[config.mk]
export PLATFORM = sky130hd
export DESIGN_NAME = lge_row_ram
export DESIGN_NICKNAME = d
export VERILOG_FILES = /design/src/design/lge_pkg.sv /design/src/design/lge_row_ram.sv
export SDC_FILE = /design/constraint.sdc
export NUM_CORES = 2
export LEC_CHECK = 0
export BUFFER_PORTS_ARGS = -buffer_cell sky130_fd_sc_hd__buf_2
export CAP_MARGIN = 20
export CORE_MARGIN = 2
export CORE_UTILIZATION = 40
export DETAILED_ROUTE_END_ITERATION = 7
export HOLD_SLACK_MARGIN = 0.06
export SLEW_MARGIN = 20
export SYNTH_ARGS = -nofsm -noshare
export SYNTH_HDL_FRONTEND = slang
export SYNTH_SLANG_ARGS = --single-unit
[constraint.sdc]
create_clock -name clk -period 6.72 [get_ports clk]
set_input_delay 1.344 -clock clk [delete_from_list [all_inputs] [get_ports clk]]
set_output_delay 1.344 -clock clk [all_outputs]
set_load 0.02 [all_outputs]
[src/design/lge_pkg.sv]
// ----------------------------------------------------------------------------
// Life grid engine package
// Sizes, command and register codes, and shared types of the life grid engine.
// ----------------------------------------------------------------------------
`default_nettype none

package lge_pkg;

  localparam int MAX_WIDTH  = 64;
  localparam int MAX_HEIGHT = 64;

  localparam int XW        = $clog2(MAX_WIDTH);
  localparam int YW        = $clog2(MAX_HEIGHT);
  localparam int DIM_W     = 7;
  localparam int CMD_W     = 2;
  localparam int COORD_W   = 6;
  localparam int CFG_IDX_W = 2;

  localparam logic [DIM_W-1:0] DIM_RESET = 7'd64;

  localparam logic [CMD_W-1:0] CMD_WRITE = 2'd0;
  localparam logic [CMD_W-1:0] CMD_READ  = 2'd1;
  localparam logic [CMD_W-1:0] CMD_STEP  = 2'd2;

  localparam logic [CFG_IDX_W-1:0] REG_GRID_WIDTH  = 2'd0;
  localparam logic [CFG_IDX_W-1:0] REG_GRID_HEIGHT = 2'd1;

  typedef logic [MAX_WIDTH-1:0] lge_row_t;

  // Three-by-three neighborhood of one cell; bit 1 of mid is the cell itself.
  typedef struct packed {
    logic [2:0] above;
    logic [2:0] mid;
    logic [2:0] below;
  } lge_window_t;

endpackage

`default_nettype wire

[src/design/lge_row_ram.sv]
// ----------------------------------------------------------------------------
// Life grid engine row memory
// One row of cells per entry, registered read, per-row valid bits so that
// rows not written since reset read as dead.
// ----------------------------------------------------------------------------
`default_nettype none

module lge_row_ram import lge_pkg::*; (
  input  logic          clk,
  input  logic          rst,
  input  logic [YW-1:0] rd_addr,
  output lge_row_t      rd_data,
  input  logic          wr_en,
  input  logic [YW-1:0] wr_addr,
  input  lge_row_t      wr_data
);

  lge_row_t                mem [MAX_HEIGHT];
  logic [MAX_HEIGHT-1:0]   row_valid;
  lge_row_t                rd_data_q;
  logic                    rd_valid_q;

  always_ff @(posedge clk) begin
    if (wr_en) begin
      mem[wr_addr] <= wr_data;
    end
    rd_data_q <= mem[rd_addr];
  end

  always_ff @(posedge clk) begin
    if (rst) begin
      row_valid  <= '0;
      rd_valid_q <= 1'b0;
    end else begin
      if (wr_en) begin
        row_valid[wr_addr] <= 1'b1;
      end
      rd_valid_q <= row_valid[rd_addr];
    end
  end

  assign rd_data = rd_valid_q ? rd_data_q : '0;

endmodule

`default_nettype wire

==> flow_summary_export.csv <==
group,metric,value,unit
synthesis,syn-cell-area,160000,sq um
critical_path,cp-end-kind,"primary output",
power,p_seq_share,52.7,%
floorplan,boundaryPins,143,
grt,antenna_found_initial,40,
cts,cts_buffers,424,
detailed_routing,drt-wirelength-per-cell,34.0,um
floorplan,die_area,404000,sq um
synthesis,syn_inst,6983,
critical_path,required,5.38,ns
critical_path,crit_fanout,48,
detailed_routing,vias,77569,
hold_path,min_path_type,"flip-flop to flip-flop",
sta,fin_crit_sh,63.5,%
cts,ctsRootBufferMaster,"clkbuf_16",
cells_and_area,finalNetCount,7500,
floorplan,fp.dieW,636,um
sta,final_hold_viol_count,0,
cts,cts_setup_buffers,0,
critical_path,reg2reg_slack,4.41,ns
floorplan,std_cell_rows,232,
hold_path,hold_path_end,"row_valid[60]$_SDFFE_PP0P_",
critical_path,r2r.worst_path.cells,4,
cells_and_area,most-common-layout-cells,"edfxtp_1, mux4_2, clkbuf_16, mux2i_1, nor2_1",
cells_and_area,multi_input_area,32700,sq um
floorplan,initial_core_util,40.1,%
detailed_routing,highest_layer,"met5",
synthesis,muxShareOfSynthArea,16.7,%
sta,tns,0,ns
hold_path,holdCritStartpoint,"row_valid[60]$_SDFFE_PP0P_",
cts,clock_sinks,4225,
cts,clock_path_buffers,4,
synthesis,synth_xor_area_share,0,%
synthesis,synth_fa_ha_area_share,0,%
power,pwr-share-clk,42.9,%
sta,rsz0062_at_grt,"no",
hold_path,worst_hold_path.num_cells,2,
sta,worstMarginPinSlew,1.24,ns
cts,cts_resized,0,
sta,slew_headroom,17.5,%
detailed_routing,dr_wl_met3,39.3,mm
detailed_routing,wl_met2,214,mm
grt,first_global_vias,78155,
detailed_routing,wl_met1,177,mm
cells_and_area,drive_gt1_share,28.6,%
cells_and_area,seqCellArea,126000,sq um
cts,clk_latency,0.98,ns
sta,max_clock_freq,234,MHz
placed_design,place.gp.congestion,0.784,
cts,htreeDepth,5,
cts,clk_pin_slew,0.06,ns
sta,period_minus_slack,4.27,ns
grt,grt_overflow,0,
synthesis,synthesis.nets,7062,
run,cap_violations,0,
power,power_leakage,57.2,nW
run_status,status,"completed",
detailed_routing,firstDrtPassIters,6,
power,finalPower,55.5,mW
power,power_density,304,nW/um^2
power,comb_power_share,4.5,%
synthesis,seq_area_frac_synth,78.6,%
critical_path,setup.worst_path.start_class,"flip-flop",
sta,whs,0.463,ns
sta,finalClockSkew,0.0516,ns
cells_and_area,n_fill_cell,32710,
placed_design,dpl.hpwl,240,mm
synthesis,synth_top_family_by_area,"multiplexers",
grt,grt_pass1_wl,619,mm
cells_and_area,area_delta_synth_final,14.3,%
synthesis,synth_warnings,0,
sta,drv_slew,0,
critical_path,path_class,"flip-flop to primary output",
synthesis,synth.avg_cell_area,22.9,sq um
detailed_routing,drc,0,
grt,grtUsageTotal,21.6,%
power,swShare,21.1,%
power,p_sw,11.7,mW
sta,finalSetupViolCount,0,
detailed_routing,viasPerCell,5.94,
synthesis,synth_seq_cells,4225,
placed_design,portBuffers,142,
synthesis,yosys.area_share.simple,1.55,%
detailed_routing,drtIter0Drc,9551,
critical_path,cp.arrival,2.92,ns
synthesis,synth_cell_types,42,
critical_path,reg2reg_from,"mem[53][35]$_DFFE_PP_",
detailed_routing,drtAntennaViolNets,0,
synthesis,synth-edff-count,4096,
cts,cts_hold_buf,0,
synthesis,synth-compound-area-share,1.91,%
critical_path,rr_endpoint,"rd_data_q[35]$_DFF_P_",
cells_and_area,layout_commonest_cell,"edfxtp_1",
cts,cts_tree,"yes",
synthesis,async_reset_ff_share,0,%
synthesis,synth_ff_type,"edfxtp_1",
grt,grt_max_degree,118,
power,irDropWorstVdd,0.211,mV
power,p_int,43.8,mW
detailed_routing,drt_wl_total,444,mm
floorplan,core_area,398000,sq um
floorplan,die_h,636,um
[Yosys cell counts (3+ instances only)]
| library cell | instances | area, sq um |
|---|---|---|
| mux2_2 | 111 | 1250 |
| o221ai_1 | 70 | 613 |
| or3b_2 | 3 | 26.3 |
| clkbuf_1 | 155 | 582 |
| o22ai_1 | 140 | 876 |
| nand2_1 | 13 | 48.8 |
| and2_1 | 66 | 413 |
| or2_2 | 12 | 75.1 |
| buf_1 | 47 | 176 |
| dfxtp_1 | 129 | 2580 |
| a221oi_1 | 50 | 438 |
| o221a_1 | 30 | 338 |
| or3_1 | 3 | 18.8 |
| a221o_1 | 30 | 300 |
| nor2b_1 | 7 | 43.8 |
| nor3_1 | 52 | 260 |
| buf_2 | 129 | 646 |
| edfxtp_1 | 4096 | 123000 |
| nor2_1 | 318 | 1190 |
| mux4_2 | 981 | 22100 |
| buf_4 | 44 | 330 |
| nand3_1 | 7 | 35.0 |
| nand2b_1 | 17 | 106 |
| o21ai_0 | 34 | 170 |
| nand3b_1 | 3 | 22.5 |
| a21oi_1 | 34 | 170 |
| buf_6 | 18 | 203 |
| nor4_1 | 24 | 150 |
| a31oi_1 | 11 | 68.8 |
| o21ba_2 | 4 | 40.0 |
| mux2i_1 | 331 | 3310 |
[flip-flops by register name, indices dropped and copies added, names as in the netlist]
signal and count:
mem 4096, rd_valid_q 1, row_valid 64, rd_data_q 64
[worst max-delay path, cell delays in order (launching register included)]
cell,delay [ns]
dfxtp_4,0.98
buf_4,0.50
and2_1,0.28
buf_2,0.20
[routing by layer]
layer | vias up | global-route usage (%)
li1 | 30638 | -
met1 | 42528 | 29.7
met2 | 3700 | 35.2
met3 | 687 | 4.25
met4 | 16 | 6.25
met5 | - | 0
[power groups by stage]
stage | registers, mW | logic, mW | clock network [mW]
final | 29.3 | 2.47 | 23.8
after global routing | 29.3 | 2.62 | 25.2
after CTS | 29.3 | 2.49 | 24.2
after detailed placement | 29.8 | 2.49 | 0
after global placement | 29.8 | 2.44 | 0
after floorplan | 29.7 | 1.43 | 0
[worst max-delay path by stage]
stage | start | endpoint | slack, ns
2_1_floorplan | wr_addr[0] | mem[59][0]$_DFFE_PP_ | 1.45
3_3_place_gp | rd_addr[0] | rd_data_q[50]$_DFF_P_ | 1.96
3_5_place_dp | rd_addr[0] | rd_data_q[50]$_DFF_P_ | 1.94
4_1_cts | rd_valid_q$_SDFF_PP0_ | rd_data[43] | 2.19
5_1_grt | rd_valid_q$_SDFF_PP0_ | rd_data[43] | 2.23
6_report | rd_valid_q$_SDFF_PP0_ | rd_data[43] | 2.45
[area by class of cell]
class / instances / area share [%]
multi-input cells: 2364 / 17.9
well taps: 5265 / 3.61
inverters: 1 / 0.00206
clock buffers: 564 / 6.36
diodes: 11 / 0.0151
clock inverters: 231 / 1.36
repair buffers: 405 / 1.95
flip-flops and latches: 4225 / 68.8
[through the flow]
stage	worst slack, ns	util (%)	instances	cell area (sq um)
floorplan	1.45	-	6983	160000
finish	2.45	45.8	13066	183000
CTS	2.19	45.8	13050	182000
detailed placement	1.94	42.3	12255	168000
global placement	1.96	42.2	12248	168000
global route	2.23	45.8	13062	183000
[logic make-up after synthesis]
| family | count (synthesis) |
|---|---|
| compound gates | 407 |
| buf+inv | 394 |
| simple gates | 534 |
| flops | 4225 |
| mux | 1423 |
No activity file was read; power rests on OpenSTA's default activity.
