[config.mk]
export PLATFORM = sky130hd
export DESIGN_NAME = lge_cell_unit
export DESIGN_NICKNAME = d
export VERILOG_FILES = /design/src/design/lge_pkg.sv /design/src/design/lge_cell_unit.sv
export SDC_FILE = /design/constraint.sdc
export NUM_CORES = 1
export LEC_CHECK = 0
export BUFFER_PORTS_ARGS = -buffer_cell sky130_fd_sc_hd__buf_2
export CAP_MARGIN = 20
export CELL_PAD_IN_SITES_DETAIL_PLACEMENT = 0
export CELL_PAD_IN_SITES_GLOBAL_PLACEMENT = 2
export CORE_AREA = 2 2 39 41
export DETAILED_ROUTE_END_ITERATION = 10
export DIE_AREA = 0 0 41 43
export PLACE_DENSITY = 0.53
export SYNTH_ARGS = -nofsm -noshare
export SYNTH_HDL_FRONTEND = slang
export SYNTH_SLANG_ARGS = --single-unit
[constraint.sdc]
create_clock -name vclk -period 3.32
set_input_delay 0.166 -clock vclk [all_inputs]
set_output_delay 0.166 -clock vclk [all_outputs]
set_load 0.02 [all_outputs]
[src/design/lge_pkg.sv]
// ----------------------------------------------------------------------------
// Life grid engine package
// Sizes, command and register codes, and shared types of the life grid engine.
// ----------------------------------------------------------------------------
`default_nettype none

package lge_pkg;

  localparam int MAX_WIDTH  = 64;
  localparam int MAX_HEIGHT = 64;

  localparam int XW        = $clog2(MAX_WIDTH);
  localparam int YW        = $clog2(MAX_HEIGHT);
  localparam int DIM_W     = 7;
  localparam int CMD_W     = 2;
  localparam int COORD_W   = 6;
  localparam int CFG_IDX_W = 2;

  localparam logic [DIM_W-1:0] DIM_RESET = 7'd64;

  localparam logic [CMD_W-1:0] CMD_WRITE = 2'd0;
  localparam logic [CMD_W-1:0] CMD_READ  = 2'd1;
  localparam logic [CMD_W-1:0] CMD_STEP  = 2'd2;

  localparam logic [CFG_IDX_W-1:0] REG_GRID_WIDTH  = 2'd0;
  localparam logic [CFG_IDX_W-1:0] REG_GRID_HEIGHT = 2'd1;

  typedef logic [MAX_WIDTH-1:0] lge_row_t;

  // Three-by-three neighborhood of one cell; bit 1 of mid is the cell itself.
  typedef struct packed {
    logic [2:0] above;
    logic [2:0] mid;
    logic [2:0] below;
  } lge_window_t;

endpackage

`default_nettype wire

[src/design/lge_cell_unit.sv]
// ----------------------------------------------------------------------------
// Life grid engine cell unit
// Counts the eight neighbors of one cell and applies the B3/S23 rule.
// ----------------------------------------------------------------------------
`default_nettype none

module lge_cell_unit import lge_pkg::*; (
  input  lge_window_t win,
  output logic        alive_next
);

  logic [3:0] count;

  assign count = 4'(win.above[0]) + 4'(win.above[1]) + 4'(win.above[2])
               + 4'(win.mid[0])   + 4'(win.mid[2])
               + 4'(win.below[0]) + 4'(win.below[1]) + 4'(win.below[2]);

  assign alive_next = (count == 4'd3) || ((count == 4'd2) && win.mid[1]);

endmodule

`default_nettype wire

==> results of run 1 <==
[cell families (layout without fill, tap and decap cells)]
family / count (synthesis) / after routing / share of synthesized area, %
fa+ha+maj: 7 / 7 / 63.52
buf+inv: 11 / 21 / 22.30
simple gates: 2 / 2 / 6.081
compound gates: 3 / 3 / 8.106
[worst max-delay path, cell delays in order]
cell and delay [ns]:
buf_2 0.08, inv_1 0.04, fa_1 0.55, fa_1 0.43, fa_1 0.49, inv_1 0.05, ha_1 0.20, fa_1 0.41
or2_0 0.21, a21oi_1 0.13, buf_2 0.17
[power breakdown]
part	leakage [uW]	switching, uW	internal (uW)	total (uW)
Combinational	0.000158	35.5	28.3	63.9
Clock	0	0	0	0
Sequential	0	0	0	0
[per-stage QoR]
step / instances / util (%) / total power [uW] / area [um^2] / setup slack (ns)
5_1_grt: 49 / 18.44 / 74.30 / 255.2 / 0.08712
3_5_place_dp: 49 / 18.44 / 65.74 / 255.2 / 0.2129
4_1_cts: 49 / 18.44 / 66.17 / 255.2 / 0.2051
3_3_place_gp: 49 / 18.44 / 62.53 / 255.2 / 0.2487
6_report: 49 / 18.44 / 63.86 / 255.2 / 0.2351
2_1_floorplan: 23 / - / 46.51 / 185.2 / 0.3114
[cell type report]
| class | instances | area [um^2] | share of cell area (%) |
|---|---|---|---|
| timing repair buffer | 10 | 50.05 | 19.61 |
| tap | 16 | 20.02 | 7.843 |
| multi-input combinational | 12 | 143.9 | 56.37 |
| inverter | 11 | 41.29 | 16.18 |
[per-layer routing]
metal | global-route usage, % | wire length, um
met1 | 7.074 | 148
met2 | 5.625 | 137
met5 | 0 | 0
met4 | 0 | 0
met3 | 0.5236 | 52
[cells in the final DEF, fill, tap and decap left out, drive strengths merged]
master / instances
inv: 11
buf: 10
fa: 4
ha: 3
a21oi: 2
nand3: 1
or2: 1
o21ai: 1
[worst paths after layout]
path	start	end	cells past startpoint
max	win[0]	alive_next	11
min	win[4]	alive_next	4
==> out/summary.txt, run 1 <==
Post-synth top area cell: fa_1
WL final: 338 um
Critical Path Start Type: primary input
Crit path time final: 3.085 ns
Synth cell count leaders: inv_1, fa_1, ha_1
Die Y: 43 um
Worst-margin pin slew: 0.1623 ns
Remaining Overflow, GRT: 0
Leakage Power: 0.0001584 uW
Synthesis-to-finish area growth: 37.84%
Most frequent cell after synthesis: inv_1
Initial core utilization: 13.38%
CP Capture Type: output pin
First DRT Iteration DRCs: 1
Die area: 0.001763 mm^2
Core area: 0.001384 mm^2
Ranking of synthesized cells by area: fa_1, inv_1, ha_1
FILL cells: 174
# DRC: 0
ANT cells: 0
Routed WL per cell: 6.898 um
Min-Delay Path Class: in -> out
Drt pass-1 iters: 2
Sequential share of the synthesized area: 0%
Via density: 3.367
Layout cell share with drive strength beyond 1: 30.30%
Antenna Nets Post-Route: 0
Vias: 165
Peak VDD IR: 0.00003422 V
Yosys top cell area share: 43.24%
Fin Hold WS: 0.7484 ns
Cell Pwr Density: 250.2 mW/mm^2
Initial antenna violation count: 0
CTS Hold Bufs: 0
CP Max Fanout: 2
Slew margin rel.: 89.07%
Post-synthesis net count: 39
Clock buffer count: 0
Routability cong.: 0.5375
Yosys warning total: 0
Total of max-cap violations: 0
# setup viols final: 0
HPWL after detailed placement: 337.7 um
Layout sequential cell count: 0
Mapped cell area: 185.2 um^2
# Post-CTS Setup Buffers: 0
Post-CTS sizing: 0
Vias in the first global route: 135
Port Buf Inserts: 10
Syn avg cell area: 8.051 um^2
NumNets Final: 51
CP arrival: 2.92 ns
RSZ-0062 raised after global routing: no
Crit Path Category: in -> out
FF/Latch Area: 0 um^2
Fmax: 324.2 MHz
Slew Limit Fails: 0
Setup TNS: 0 ns
Synth unique cells: 7
Mapped Cells: 23
Die width: 41 um
Fin crit share: 92.92%
Num rows: 14
Worst Path Required: 3.15 ns
First-pass GRT wire length: 531 um
IO Count: 10
Largest net degree at the start of global routing: 3
Status: complete, no violations
Total track usage: 4.116%
Final Hold Vio Count: 0
Power figures use the tool's default switching activity.
==> run 2, diff against run 1 <==
--- a/config.mk
+++ b/config.mk
@@ -5,7 +5,7 @@
 export SDC_FILE = /design/constraint.sdc
 export NUM_CORES = 1
 export LEC_CHECK = 0
-export BUFFER_PORTS_ARGS = -buffer_cell sky130_fd_sc_hd__buf_2
+export BUFFER_PORTS_ARGS = -buffer_cell sky130_fd_sc_hd__buf_4
 export CAP_MARGIN = 20
 export CELL_PAD_IN_SITES_DETAIL_PLACEMENT = 0
 export CELL_PAD_IN_SITES_GLOBAL_PLACEMENT = 2
==> out/summary.txt, run 2 (synthesis results as in run 1) <==
Status: complete, no violations
Remaining Overflow, GRT: 0 (unchanged)
Die width: 41 um (unchanged)
IO Count: 10 (unchanged)
Crit path time final: 3.072 ns (-0.01300 ns)
Vias in the first global route: 136 (+0.74%)
Fin crit share: 92.53% (-0.39 points)
FF/Latch Area: 0 um^2 (unchanged)
Placed Instances: 49 (unchanged)
Via density: 3.327 (-1.2%)
Vias: 163 (-1.2%)
Layout sequential cell count: 0 (unchanged)
Slew Limit Fails: 0 (unchanged)
# Post-CTS Setup Buffers: 0 (unchanged)
Most frequent cells in the layout: inv_1, buf_4, fa_1
Fmax: 325.5 MHz (+0.42%)
Post-CTS sizing: 0 (unchanged)
Synthesis-to-finish area growth: 51.35%
CTS Hold Bufs: 0 (unchanged)
CP arrival: 2.91 ns (about the same)
Fin cells: 49 (unchanged)
ANT cells: 0 (unchanged)
NumNets Final: 51 (unchanged)
Total track usage: 3.622% (-0.49 points)
FILL cells: 156 (-10%)
Crit Path Category: in -> out
Slew margin rel.: 89.49% (+0.42 points)
Drt pass-1 iters: 1 (-1)
Peak VDD IR: 0.00003884 V (+13%)
Initial core utilization: 13.38% (unchanged)
First-pass GRT wire length: 489 um (-7.9%)
CP Capture Type: output pin
Largest net degree at the start of global routing: 3 (unchanged)
Die Y: 43 um (unchanged)
WL final: 308 um (-8.9%)
Routed WL per cell: 6.286 um (-8.9%)
Setup TNS: 0 ns (unchanged)
Cell Pwr Density: 247.5 mW/mm^2 (-1.1%)
# setup viols final: 0 (unchanged)
Routability cong.: 0.4915 (-8.6%)
Core area: 0.001384 mm^2 (unchanged)
Worst Path Required: 3.15 ns (about the same)
Antenna Nets Post-Route: 0 (unchanged)
Die area: 0.001763 mm^2 (unchanged)
Leakage Power: 0.0001665 uW (+5.1%)
Critical Path Start Type: primary input
Worst-margin pin slew: 0.1560 ns (-0.006244 ns)
Final Hold Vio Count: 0 (unchanged)
Most common cell after layout, fill and taps aside: inv_1
Clock buffer count: 0 (unchanged)
Layout cell share with drive strength beyond 1: 30.30% (unchanged)
CP Max Fanout: 2 (unchanged)
Num rows: 14 (unchanged)
# DRC: 0 (unchanged)
First DRT Iteration DRCs: 0 (-1)
Min-Delay Path Class: in -> out
Multi-input gate area: 143.9 um^2 (unchanged)
Port Buf Inserts: 10 (unchanged)
RSZ-0062 raised after global routing: no
Total of max-cap violations: 0 (unchanged)
Initial antenna violation count: 0 (unchanged)
[run 2: final timing paths]
| check | startpoint | endpoint | slack (ns) | cells past startpoint |
|---|---|---|---|---|
| max | win[0] | alive_next | 0.25 | 11 |
| min | win[4] | alive_next | 0.73 | 4 |
[run 2: cell type report]
cell class	count	share of cell area, %
repair buffers	10	26.79
multi-input cells	12	51.34
well taps	16	7.143
inverters	11	14.73
[run 2: layer usage]
metal,GRT usage [%],share of wire [%],vias to the layer above
li1,-,-,85
met1,5.825,44,69
met2,5.625,39,9
met3,0,17,0
met4,0,0,0
met5,0,0,-
[run 2: critical path, cell delays in order]
cell and delay [ns]:
buf_4 0.08, inv_1 0.04, fa_1 0.54, fa_1 0.43
fa_1 0.49, inv_1 0.04, ha_1 0.21, fa_1 0.41
or2_0 0.20, a21oi_1 0.14, buf_4 0.15
[run 2: metrics by stage]
step	instance area, um^2	setup WS [ns]	utilization, %	power [uW]	hold slack, ns
floorplan	185.2	0.3114	-	46.51	0.5503
global placement	280.3	0.2575	20.25	68.98	0.7377
detailed placement	280.3	0.2201	20.25	71.32	0.7475
CTS	280.3	0.2198	20.25	71.55	0.7499
global route	280.3	0.1442	20.25	81.92	0.7859
finish	280.3	0.2481	20.25	69.36	0.7340
[run 2: where the power goes]
| group | internal, uW | total, uW | switching, uW |
|---|---|---|---|
| registers | 0 | 0 | 0 |
| logic | 34.3 | 69.4 | 35.1 |
| clock network | 0 | 0 | 0 |
